==> config.mk <==
export PLATFORM = sky130hd
export DESIGN_NAME = jenkins_buffer_hash_core
export DESIGN_NICKNAME = d
export VERILOG_FILES = /design/src/hw/rtl/jbh_pkg.sv /design/src/hw/rtl/jbh_in_stage.sv /design/src/hw/rtl/jbh_acc.sv /design/src/hw/rtl/jbh_out_stage.sv /design/src/hw/rtl/jenkins_buffer_hash_core.sv
export SDC_FILE = /design/constraint.sdc
export NUM_CORES = 2
export LEC_CHECK = 0
export BUFFER_PORTS_ARGS = -buffer_cell sky130_fd_sc_hd__buf_2
export CAP_MARGIN = 20
export CORE_MARGIN = 2
export CORE_UTILIZATION = 42
export CTS_CLUSTER_SIZE = 16
export DETAILED_ROUTE_END_ITERATION = 8
export GPL_ROUTABILITY_DRIVEN = 0
export SETUP_SLACK_MARGIN = 0.02
export SYNTH_ARGS = -nofsm -noshare
export SYNTH_HDL_FRONTEND = slang
export SYNTH_HIERARCHICAL = 1
export SYNTH_SLANG_ARGS = --single-unit
export TNS_END_PERCENT = 50
==> constraint.sdc <==
create_clock -name clk -period 55.9 [get_ports clk]
set_input_delay 8.385 -clock clk [delete_from_list [all_inputs] [get_ports clk]]
set_output_delay 8.385 -clock clk [all_outputs]
set_load 0.01 [all_outputs]
==> src/hw/rtl/jbh_pkg.sv <==
// Shared types, lane codes and the lookup2 mix function for the buffer hash.
// Used by every module of the jenkins_buffer_hash_core block; depends on nothing.
package jbh_pkg;

    localparam logic [31:0] HASH_MAGIC = 32'h9e37_79b9;
    localparam int          GROUP_BYTES = 12;
    localparam int          WORD_BYTES  = 4;

    localparam logic [1:0] LANE_A      = 2'd0;
    localparam logic [1:0] LANE_B      = 2'd1;
    localparam logic [1:0] LANE_C      = 2'd2;
    localparam logic [1:0] LANE_UNUSED = 2'd3;

    localparam logic [2:0] FULL_COUNT = 3'(WORD_BYTES);

    typedef struct packed {
        logic [31:0] word;
        logic [2:0]  count;
        logic        last;
    } item_t;

    typedef struct packed {
        logic [31:0] a;
        logic [31:0] b;
        logic [31:0] c;
    } acc_t;

    // The published lookup2 mix: nine subtract, subtract and xor steps.
    function automatic acc_t jbh_mix(input acc_t s);
        logic [31:0] a;
        logic [31:0] b;
        logic [31:0] c;
        acc_t        r;
        a = s.a;
        b = s.b;
        c = s.c;
        a = a - b - c; a = a ^ (c >> 13);
        b = b - c - a; b = b ^ (a << 8);
        c = c - a - b; c = c ^ (b >> 13);
        a = a - b - c; a = a ^ (c >> 12);
        b = b - c - a; b = b ^ (a << 16);
        c = c - a - b; c = c ^ (b >> 5);
        a = a - b - c; a = a ^ (c >> 3);
        b = b - c - a; b = b ^ (a << 10);
        c = c - a - b; c = c ^ (b >> 15);
        r.a = a;
        r.b = b;
        r.c = c;
        return r;
    endfunction

endpackage

==> src/hw/rtl/jbh_in_stage.sv <==
// Input register of the buffer hash: holds one accepted word beat.
// Depends on jbh_pkg for the item type.
module jbh_in_stage
    import jbh_pkg::*;
(
    input  logic  clk,
    input  logic  rst_n,
    input  logic  accept,
    input  item_t item_in,
    input  logic  fire,
    output logic  valid,
    output item_t item
);

    logic  valid_reg;
    logic  valid_next;
    item_t item_reg;

    always_comb
    begin
        if (accept)
        begin
            valid_next = 1'b1;
        end
        else if (fire)
        begin
            valid_next = 1'b0;
        end
        else
        begin
            valid_next = valid_reg;
        end
    end

    always_ff @(posedge clk or negedge rst_n)
    begin
        if (!rst_n)
        begin
            valid_reg <= 1'b0;
        end
        else
        begin
            valid_reg <= valid_next;
        end
    end

    always_ff @(posedge clk)
    begin
        if (accept)
        begin
            item_reg <= item_in;
        end
    end

    assign valid = valid_reg;
    assign item  = item_reg;

endmodule

==> src/hw/rtl/jbh_acc.sv <==
// Accumulator datapath of the buffer hash: seed register, lanes a, b, c,
// lane index and the group and final mixes. Depends on jbh_pkg.
module jbh_acc
    import jbh_pkg::*;
(
    input  logic        clk,
    input  logic        rst_n,
    input  logic        seed_we,
    input  logic [31:0] seed_data,
    input  logic        fire,
    input  item_t       item,
    output logic        res_valid,
    output logic [31:0] res_hash,
    output logic [1:0]  lane
);

    logic [31:0] seed_reg;
    acc_t        acc_reg;
    acc_t        acc_next;
    logic [1:0]  lane_reg;
    logic [1:0]  lane_next;

    logic [1:0]  cur_lane;
    logic [2:0]  count;
    logic [31:0] mask;
    logic [31:0] addend;
    acc_t        summed;
    acc_t        grp_mix;
    acc_t        fin_base;
    acc_t        fin;
    logic        wrap;
    logic [3:0]  rem;

    always_comb
    begin
        cur_lane = (lane_reg == LANE_UNUSED) ? LANE_A : lane_reg;
        count    = (item.count > FULL_COUNT) ? FULL_COUNT : item.count;

        case (count)
            3'd0:    mask = 32'h0000_0000;
            3'd1:    mask = 32'h0000_00ff;
            3'd2:    mask = 32'h0000_ffff;
            3'd3:    mask = 32'h00ff_ffff;
            default: mask = 32'hffff_ffff;
        endcase

        // A word that is not last always contributes all four bytes.
        addend = item.last ? (item.word & mask) : item.word;

        summed = acc_reg;
        case (cur_lane)
            LANE_B:  summed.b = acc_reg.b + addend;
            LANE_C:  summed.c = acc_reg.c + addend;
            default: summed.a = acc_reg.a + addend;
        endcase

        grp_mix = jbh_mix(summed);
        wrap    = (cur_lane == LANE_C) && (!item.last || (count == FULL_COUNT));

        // A last word that closes a group is mixed twice, with nothing left over.
        fin_base   = wrap ? grp_mix : summed;
        rem        = wrap ? 4'd0 : ({cur_lane, 2'b00} + {1'b0, count});
        fin_base.c = fin_base.c + {28'd0, rem};
        fin        = jbh_mix(fin_base);
    end

    always_comb
    begin
        acc_next  = acc_reg;
        lane_next = lane_reg;
        if (seed_we)
        begin
            acc_next  = '{a: seed_data, b: seed_data, c: seed_data};
            lane_next = LANE_A;
        end
        else if (fire)
        begin
            if (item.last)
            begin
                acc_next  = '{a: seed_reg, b: seed_reg, c: seed_reg};
                lane_next = LANE_A;
            end
            else if (wrap)
            begin
                acc_next  = grp_mix;
                lane_next = LANE_A;
            end
            else
            begin
                acc_next  = summed;
                lane_next = (cur_lane == LANE_B) ? LANE_C : LANE_B;
            end
        end
    end

    always_ff @(posedge clk or negedge rst_n)
    begin
        if (!rst_n)
        begin
            seed_reg <= HASH_MAGIC;
            acc_reg  <= '{a: HASH_MAGIC, b: HASH_MAGIC, c: HASH_MAGIC};
            lane_reg <= LANE_A;
        end
        else
        begin
            if (seed_we)
            begin
                seed_reg <= seed_data;
            end
            acc_reg  <= acc_next;
            lane_reg <= lane_next;
        end
    end

    assign res_valid = fire && item.last;
    assign res_hash  = fin.c;
    assign lane      = lane_reg;

endmodule

==> src/hw/rtl/jbh_out_stage.sv <==
// Result register of the buffer hash: holds one hash beat until taken.
// Depends on jbh_pkg only through the shared import convention.
module jbh_out_stage
    import jbh_pkg::*;
(
    input  logic        clk,
    input  logic        rst_n,
    input  logic        load,
    input  logic [31:0] load_hash,
    input  logic        stall,
    output logic        ready,
    output logic        valid,
    output logic [31:0] hash
);

    logic        valid_reg;
    logic [31:0] hash_reg;

    assign ready = !valid_reg || !stall;

    always_ff @(posedge clk or negedge rst_n)
    begin
        if (!rst_n)
        begin
            valid_reg <= 1'b0;
        end
        else if (ready)
        begin
            valid_reg <= load;
        end
    end

    always_ff @(posedge clk)
    begin
        if (ready && load)
        begin
            hash_reg <= load_hash;
        end
    end

    assign valid = valid_reg;
    assign hash  = hash_reg;

endmodule

==> src/hw/rtl/jenkins_buffer_hash_core.sv <==
// Top level of the streaming lookup2-style buffer hash.
// Depends on jbh_pkg, jbh_in_stage, jbh_acc and jbh_out_stage.
//
// Usage: message words enter on the word channel (data_word, byte_count,
// last) with word_valid and word_stall; a beat is taken at a rising edge
// where word_valid is high and word_stall is low. Each beat marked last
// produces one beat on the hash channel (hash_valid, hash_stall, hash).
// A last word waits in the input register until the result register is free
// to load its hash. Throughput: one word per cycle unless a last word waits.
// The cycle time is set by the final hash path, which chains the lane add and
// up to two lookup2 mixes. The user writes the seed register through seed_we
// and seed_data only while the block is idle; the block does not enforce it.
// A write restarts the accumulators from the new seed. Reset loads the seed
// 0x9e3779b9 into all three lanes and empties both the input and the result
// register. When the receiver stalls, the result register holds its beat;
// words that are not last keep flowing, and a last word waits in the input
// register, which raises word_stall.
module jenkins_buffer_hash_core
    import jbh_pkg::*;
(
    input  logic        clk,
    input  logic        rst_n,
    input  logic        seed_we,
    input  logic [31:0] seed_data,
    input  logic        word_valid,
    output logic        word_stall,
    input  logic [31:0] data_word,
    input  logic [2:0]  byte_count,
    input  logic        last,
    output logic        hash_valid,
    input  logic        hash_stall,
    output logic [31:0] hash
);

    item_t       item_in;
    item_t       s1_item;
    logic        s1_valid;
    logic        fire;
    logic        accept;
    logic        out_ready;
    logic        res_valid;
    logic [31:0] res_hash;
    logic [1:0]  lane;

    assign item_in = '{word: data_word, count: byte_count, last: last};

    // A word that is not last never waits; a last one needs room for its hash.
    assign fire       = s1_valid && (!s1_item.last || out_ready);
    assign word_stall = s1_valid && !fire;
    assign accept     = word_valid && !word_stall;

    jbh_in_stage u_in_stage (
        .clk     (clk),
        .rst_n   (rst_n),
        .accept  (accept),
        .item_in (item_in),
        .fire    (fire),
        .valid   (s1_valid),
        .item    (s1_item)
    );

    jbh_acc u_acc (
        .clk       (clk),
        .rst_n     (rst_n),
        .seed_we   (seed_we),
        .seed_data (seed_data),
        .fire      (fire),
        .item      (s1_item),
        .res_valid (res_valid),
        .res_hash  (res_hash),
        .lane      (lane)
    );

    jbh_out_stage u_out_stage (
        .clk       (clk),
        .rst_n     (rst_n),
        .load      (res_valid),
        .load_hash (res_hash),
        .stall     (hash_stall),
        .ready     (out_ready),
        .valid     (hash_valid),
        .hash      (hash)
    );

    // A new hash beat appears only after a last word has left the input register.
    assert property (@(posedge clk) disable iff (!rst_n)
        $rose(hash_valid) |-> $past(fire && s1_item.last))
        else $error("hash beat without a last word");

    // Holding off the sender means a stalled hash beat is still pending.
    assert property (@(posedge clk) disable iff (!rst_n)
        word_stall |=> hash_valid)
        else $error("word channel stalled with no pending hash");

    // A seed write or the end of a message leaves the lane index at lane a.
    assert property (@(posedge clk) disable iff (!rst_n)
        (seed_we || res_valid) |=> (lane == LANE_A))
        else $error("lane index not restarted");

    // The lane index never reaches the unused code.
    assert property (@(posedge clk) disable iff (!rst_n)
        fire |=> (lane != LANE_UNUSED))
        else $error("lane index reached the unused code");

endmodule
Yosys cells after proc, flatten, opt, wreduce, memory -nomap -nowiden
Index checks and enable logic that the tools add are counted.
Widths: inputs -> output; s select.
{"block": "word_totals", "output_inout_bits": 34, "register_bits": 200}
{"block": "classes", "muxes": 19, "add_sub_neg": 41, "n_reduce_logical": 18, "magnitude_cmp": 1, "bitwise_logic": 19, "n_eq_ne": 7}
{"cell": "$sub 32x32->32", "count": 36}
{"cell": "$mux 96", "count": 4}
{"cell": "$xor 32x32->32", "count": 6}
{"cell": "$mux 32", "count": 4}
{"cell": "$pmux 32 s4", "count": 1}
{"cell": "$xor 32x19->32", "count": 4}
{"cell": "$add 32x32->32", "count": 3}
{"cell": "$xor 32x17->32", "count": 2}
{"cell": "$xor 32x20->32", "count": 2}
{"cell": "$xor 32x27->32", "count": 2}
{"cell": "$xor 32x29->32", "count": 2}
{"cell": "$add 32x4->32", "count": 1}
{"cell": "$and 32x32->32", "count": 1}
{"cell": "$mux 2", "count": 6}
{"cell": "$eq 3x2->1 const B", "count": 2}
{"cell": "$logic_and 1x1->1", "count": 6}
{"cell": "$logic_not 1->1", "count": 5}
{"cell": "$add 4x3->4", "count": 1}
{"cell": "$eq 2x2->1 const B", "count": 2}
{"cell": "$mux 4", "count": 1}
{"cell": "$reduce_bool 2->1", "count": 2}
{"cell": "$eq 3x1->1 const B", "count": 1}
{"cell": "$eq 3x3->1 const B", "count": 1}
{"cell": "$gt 3x3->1 const B", "count": 1}
{"cell": "other kinds (6)", "count": 9}

Depth between registers and ports, before layout
{"block": "logic_depth", "ltp_word": 47, "mapped_depth": 207, "depth_no_buf": 205}

Modules after synthesis
Netlist, hierarchy kept.
{"module": "jbh_acc", "seq_area_each_um2": 3353.2, "area_each_um2": 59298.1, "n_inst": 1, "cells_each": 7603}
{"module": "jbh_in_stage", "seq_area_each_um2": 1106.1, "area_each_um2": 1117.3, "n_inst": 1, "cells_each": 39}
{"module": "jbh_out_stage", "seq_area_each_um2": 985.9, "area_each_um2": 1008.5, "n_inst": 1, "cells_each": 36}
{"module": "jenkins_buffer_hash_core", "seq_area_each_um2": 0.0, "area_each_um2": 28.8, "n_inst": 1, "cells_each": 4}

Least setup slack after synthesis
Ideal clock, no wire load.
{"block": "synth_timing", "kind": "reg-to-reg", "startpoint": "register u_in_stage.item_reg, in the netlist u_in_stage/item[0]", "endpoint": "register u_out_stage.hash_reg[31], in the netlist u_out_stage/hash[31] (data pin)", "arrival_ns": 39.659, "path_slack_ns": 15.980, "n_path_buf": 2, "t_required_ns": 55.639, "setup_ns": 0.261, "stages_incl_launch_ff": 201, "path_cell_list": "edfxtp_1 clkbuf_1 nand2b_1 clkbuf_1 nor3_1 nor2b_1 ha_1 fa_1 a21o_1 a21oi_1 o21bai_1 a21oi_1 o21bai_1 a21oi_1 o21bai_1 a21oi_1 o21bai_1 a21oi_1 [165 not listed] o41a_1 and4_1 or3_1 a21oi_1 xnor2_1 xnor2_1 fa_1 inv_1 ha_1 or3_1 o21ai_0 a21oi_1 a21oi_1 nor2b_1 o21ai_0 a21oi_1 xnor2_1 xnor2_1"}
{"block": "synth_via", "elab_chain_len": 42, "word_cells_on_any_way": 67, "classes_between": "add/sub: 40; mux: 6; bitwise: 18; reduce/logical: 3"}
{"item": "start: declaration", "line": "jbh_in_stage.sv:17", "source": "item_t item_reg;"}
{"item": "start signal: assignment", "line": "jbh_in_stage.sv:51", "source": "item_reg <= item_in;"}
{"item": "$mux 32", "line": "jbh_acc.sv:48", "source": "addend = item.last ? (item.word & mask) : item.word;"}
{"item": "$add 32x32->32 (on tied branches)", "line": "jbh_acc.sv:54, jbh_acc.sv:52"}
{"item": "$mux 32", "line": "jbh_acc.sv:51", "source": "case (cur_lane)"}
{"item": "$sub 32x32->32 (2 in a row)", "line": "jbh_pkg.sv:37", "source": "a = a - b - c; a = a ^ (c >> 13);"}
{"item": "$xor 32x19->32", "line": "jbh_pkg.sv:37"}
{"item": "$sub 32x32->32", "line": "jbh_pkg.sv:38", "source": "b = b - c - a; b = b ^ (a << 8);"}
{"item": "$xor 32x32->32", "line": "jbh_pkg.sv:38"}
{"item": "$sub 32x32->32", "line": "jbh_pkg.sv:39", "source": "c = c - a - b; c = c ^ (b >> 13);"}
{"item": "[26 not listed]"}
{"item": "$xor 32x27->32", "line": "jbh_pkg.sv:42", "source": "c = c - a - b; c = c ^ (b >> 5);"}
{"item": "$sub 32x32->32", "line": "jbh_pkg.sv:43", "source": "a = a - b - c; a = a ^ (c >> 3);"}
{"item": "$xor 32x29->32", "line": "jbh_pkg.sv:43"}
{"item": "$sub 32x32->32", "line": "jbh_pkg.sv:44", "source": "b = b - c - a; b = b ^ (a << 10);"}
{"item": "$xor 32x32->32", "line": "jbh_pkg.sv:44"}
{"item": "$sub 32x32->32 (*)", "line": "jbh_pkg.sv:45", "source": "c = c - a - b; c = c ^ (b >> 15);"}
{"item": "$xor 32x17->32 (*)", "line": "jbh_pkg.sv:45"}
{"item": "named net res_hash[31]", "line": "jenkins_buffer_hash_core.sv:42", "source": "logic [31:0] res_hash;"}
{"item": "end signal: assignment", "line": "jbh_out_stage.sv:37", "source": "hash_reg <= load_hash;"}
{"item": "end: declaration", "line": "jbh_out_stage.sv:17", "source": "logic [31:0] hash_reg;"}
Mark *: on every way through the listed nets, which the timed path passes. The rest lies on a longest branch.
A chain may end at the register's enable or synchronous reset.

Final worst setup path
Ends and elaborated chain as after synthesis.

==> key figures <==
Drt
  – ANT nets after route: 0
  – Vias per std cell: 5.64
  – Drt first pass iters: 6
  – DRC: 0
  – WL per Instance: 22.3 µm
  – DR iter-0 viols: 4645
  – DR vias: 54900
  – Drt total wl: 217000 µm

Die
  – Die ar.: 0.149 mm²
  – Row cnt: 140
  – Die span in x: 387 µm
  – DIE HEIGHT: 387 µm
  – Starting Density: 42.3%
  – IO Pins: 107
  – Core ar.: 0.145 mm²

Worst setup path
  – WP buf/inv: 20
  – CP Capture Type: flop
  – Reg2reg path depth: 185
  – Max stage delay on crit path: 0.93 ns
  – WP data required: 56.22 ns
  – Critical Path Slowest Stage Cell: xnor2_1
  – CP max FO: 22
  – Critical path class: reg2reg
  – CP arrival: 52.69 ns
  – Crit-path most repeated cell: o21ai_0
  – Critical path depth: 185
  – Worst Setup Start Kind: flop
  – Top delay family on crit path: compound AO/OA/AOI/OAI gates

Clock tree
  – Clock slew seen by the registers of the worst setup and hold paths: 0.10 ns
  – Clock tree buffer depth: 2
  – Root buffer cell: clkbuf_16
  – TritonCTS clock tree: yes
  – Clock sink count: 200
  – Inserted Clock Buffers: 17
  – Cts-stage hold buffer count: 0
  – Worst skew pair latency: 0.57 ns
  – H-tree levels: 4

STA
  – Fmax: 0.0191 GHz
  – Minimum clock period: 52.37 ns
  – Setup-failing EPs final: 0
  – Pins Over Slew Limit: 0
  – Relative slew slack: 19.0%
  – Fin crit share: 93.7%
  – Final Hold Violating Endpoints: 0
  – Setup Skew: 0.0330 ns
  – RSZ-0062 raised after global routing: no
  – Worst Tran Pin Value: 1.21 ns
  – Setup TNS: 0 ns

Logic synthesis
  – Ys flop type: dfstp_2
  – Avg Inst Size Synth: 8.00 µm²
  – Synthesis-stage register bit count: 200
  – Cell taking the most area after synthesis: fa_1
  – Seq/Total Area, Yosys: 8.86%
  – Synth top area share: 16.7%
  – Number of library cell types mapped by synthesis: 112
  – Top-count cell post-synth: inv_1
  – Synth area leaders: fa_1 (17%), ha_1 (14%), xnor2_1 (9.8%)
  – Cell Area, Synth: 0.0615 mm²
  – Post-Syn Instances: 7682
  – Number of flops mapped to enable cells by yosys: 68
  – Ys Warns: 6
  – Asr flop ratio synth: 66.0%
  – Leading cell types by count after synthesis: inv_1 (1488), ha_1 (708), xnor2_1 (687)
  – Post-Syn Nets: 8976

Job
  – Max-cap check violation count: 0

GRT
  – Total congestion overflow: 0
  – Initial antenna violation count: 9
  – First-pass GRT wire length: 323000 µm
  – Maximum number of pins on one net before global-route repair: 73
  – Gr usage total: 28.6%
  – Vias in the first global route: 54300

Outcome
  – Outcome: finished, final reports clean

Layout
  – Net total in the final layout: 9092
  – P&R area growth vs syn: 6.41%
  – Share of cells above drive strength 1: 5.74%
  – Max FFs per register: 96

Min path
  – Hold Crit Depth: 2
  – Hold WC Path Type: reg2reg

Place
  – Dpl hpwl: 189000 µm
  – Buffers on Ports: 106
-- cell usage in the layout (no fill, tap or decap), types with 80 or more instances in the layout --
master	netlist	layout
nand3_1	119	119
dfstp_2	80	80
xor2_1	250	250
ha_1	708	706
o21a_1	80	80
nand2b_1	86	86
buf_4	0	94
a21o_1	232	232
o21bai_1	109	109
buf_2	0	106
a21oi_1	510	509
nor2_1	468	466
nor2b_1	100	100
nand2_1	477	476
a21boi_0	90	89
inv_1	1488	1488
o21ai_0	453	453
xnor2_1	687	685
nor3_1	120	120
fa_1	513	513
-- cell families (layout without fill, tap and decap cells) --
logic type	count (synthesis)	count (layout)	synth area share, %
compound gates	1911	1911	20.1
buf+inv	1595	1724	9.74
mux	94	94	1.60
flops	200	200	8.86
fa+ha+maj	1221	1221	31.1
xor+xnor	1004	1004	15.7
other cells	0	3	0
simple gates	1657	1657	12.8
-- worst paths after layout --
path	startpoint	endpoint	slack, ns
max reg2reg	u_in_stage/item[0]$_DFFE_PP_	u_out_stage/hash[31]$_DFFE_PP_	3.53
min	u_acc/seed_reg[17]$_DFFE_PN1P_	u_acc/seed_reg[17]$_DFFE_PN1P_	0.47
min reg2reg	u_acc/seed_reg[17]$_DFFE_PN1P_	u_acc/seed_reg[17]$_DFFE_PN1P_	0.47
max in group asynchronous	rst_n	u_acc/acc_reg[61]$_DFFE_PN0P_	46.70
min in group asynchronous	rst_n	u_acc/lane[0]$_DFFE_PN0P_	7.77
max	u_in_stage/item[0]$_DFFE_PP_	u_out_stage/hash[31]$_DFFE_PP_	3.53
-- stage by stage --
step / hold slack (ns) / utilization [%] / worst slack, ns / instances / cell area [µm²]
2_1_floorplan: 0.446 / - / 15.98 / 7682 / 61500
3_3_place_gp: 0.457 / 44.5 / 3.66 / 9691 / 64700
3_5_place_dp: 0.461 / 44.5 / 3.88 / 9693 / 64700
4_1_cts: 0.476 / 44.9 / 3.65 / 9725 / 65400
5_1_grt: 0.490 / 45.0 / 0.131 / 9728 / 65400
6_report: 0.472 / 45.0 / 3.53 / 9731 / 65400
-- what timing repair did --
| item | 4_1_cts | 5_1_grt |
|---|---|---|
| endpoints found under the setup margin | 0 | 2 |
| buffers inserted | 0 | 0 |
| resized for setup | 0 | 2 |
-- tightest hold or removal path: cells and delay by family, from the launching register on --
| family | cells | cell delay, ns |
|---|---|---|
| flops | 1 | 0.38 |
| compound gates | 1 | 0.06 |
| buf+inv | 1 | 0.04 |
-- final cells by class --
cell class,instances,area (µm²)
Fill cell,14700,80000
Multi-Input combinational cell,5887,50100
Inverter,1491,5600
Sequential cell,200,5450
Tap cell,1917,2400
Timing Repair Buffer,201,1250
Clock buffer,18,429
Clock inverter,14,173
Antenna cell,3,7.51
-- layer usage --
layer / part of all wire [%] / global-route usage [%] / wire [µm]
met5: 0 / 0 / 0
met4: 6.4 / 15.6 / 13900
met2: 46 / 47.8 / 100000
met3: 6.3 / 3.26 / 13700
met1: 41 / 36.0 / 88600
Power is left out: the tool's default activity adds up to more than one toggle a clock period on the data nets, which glitch-free logic cannot reach.
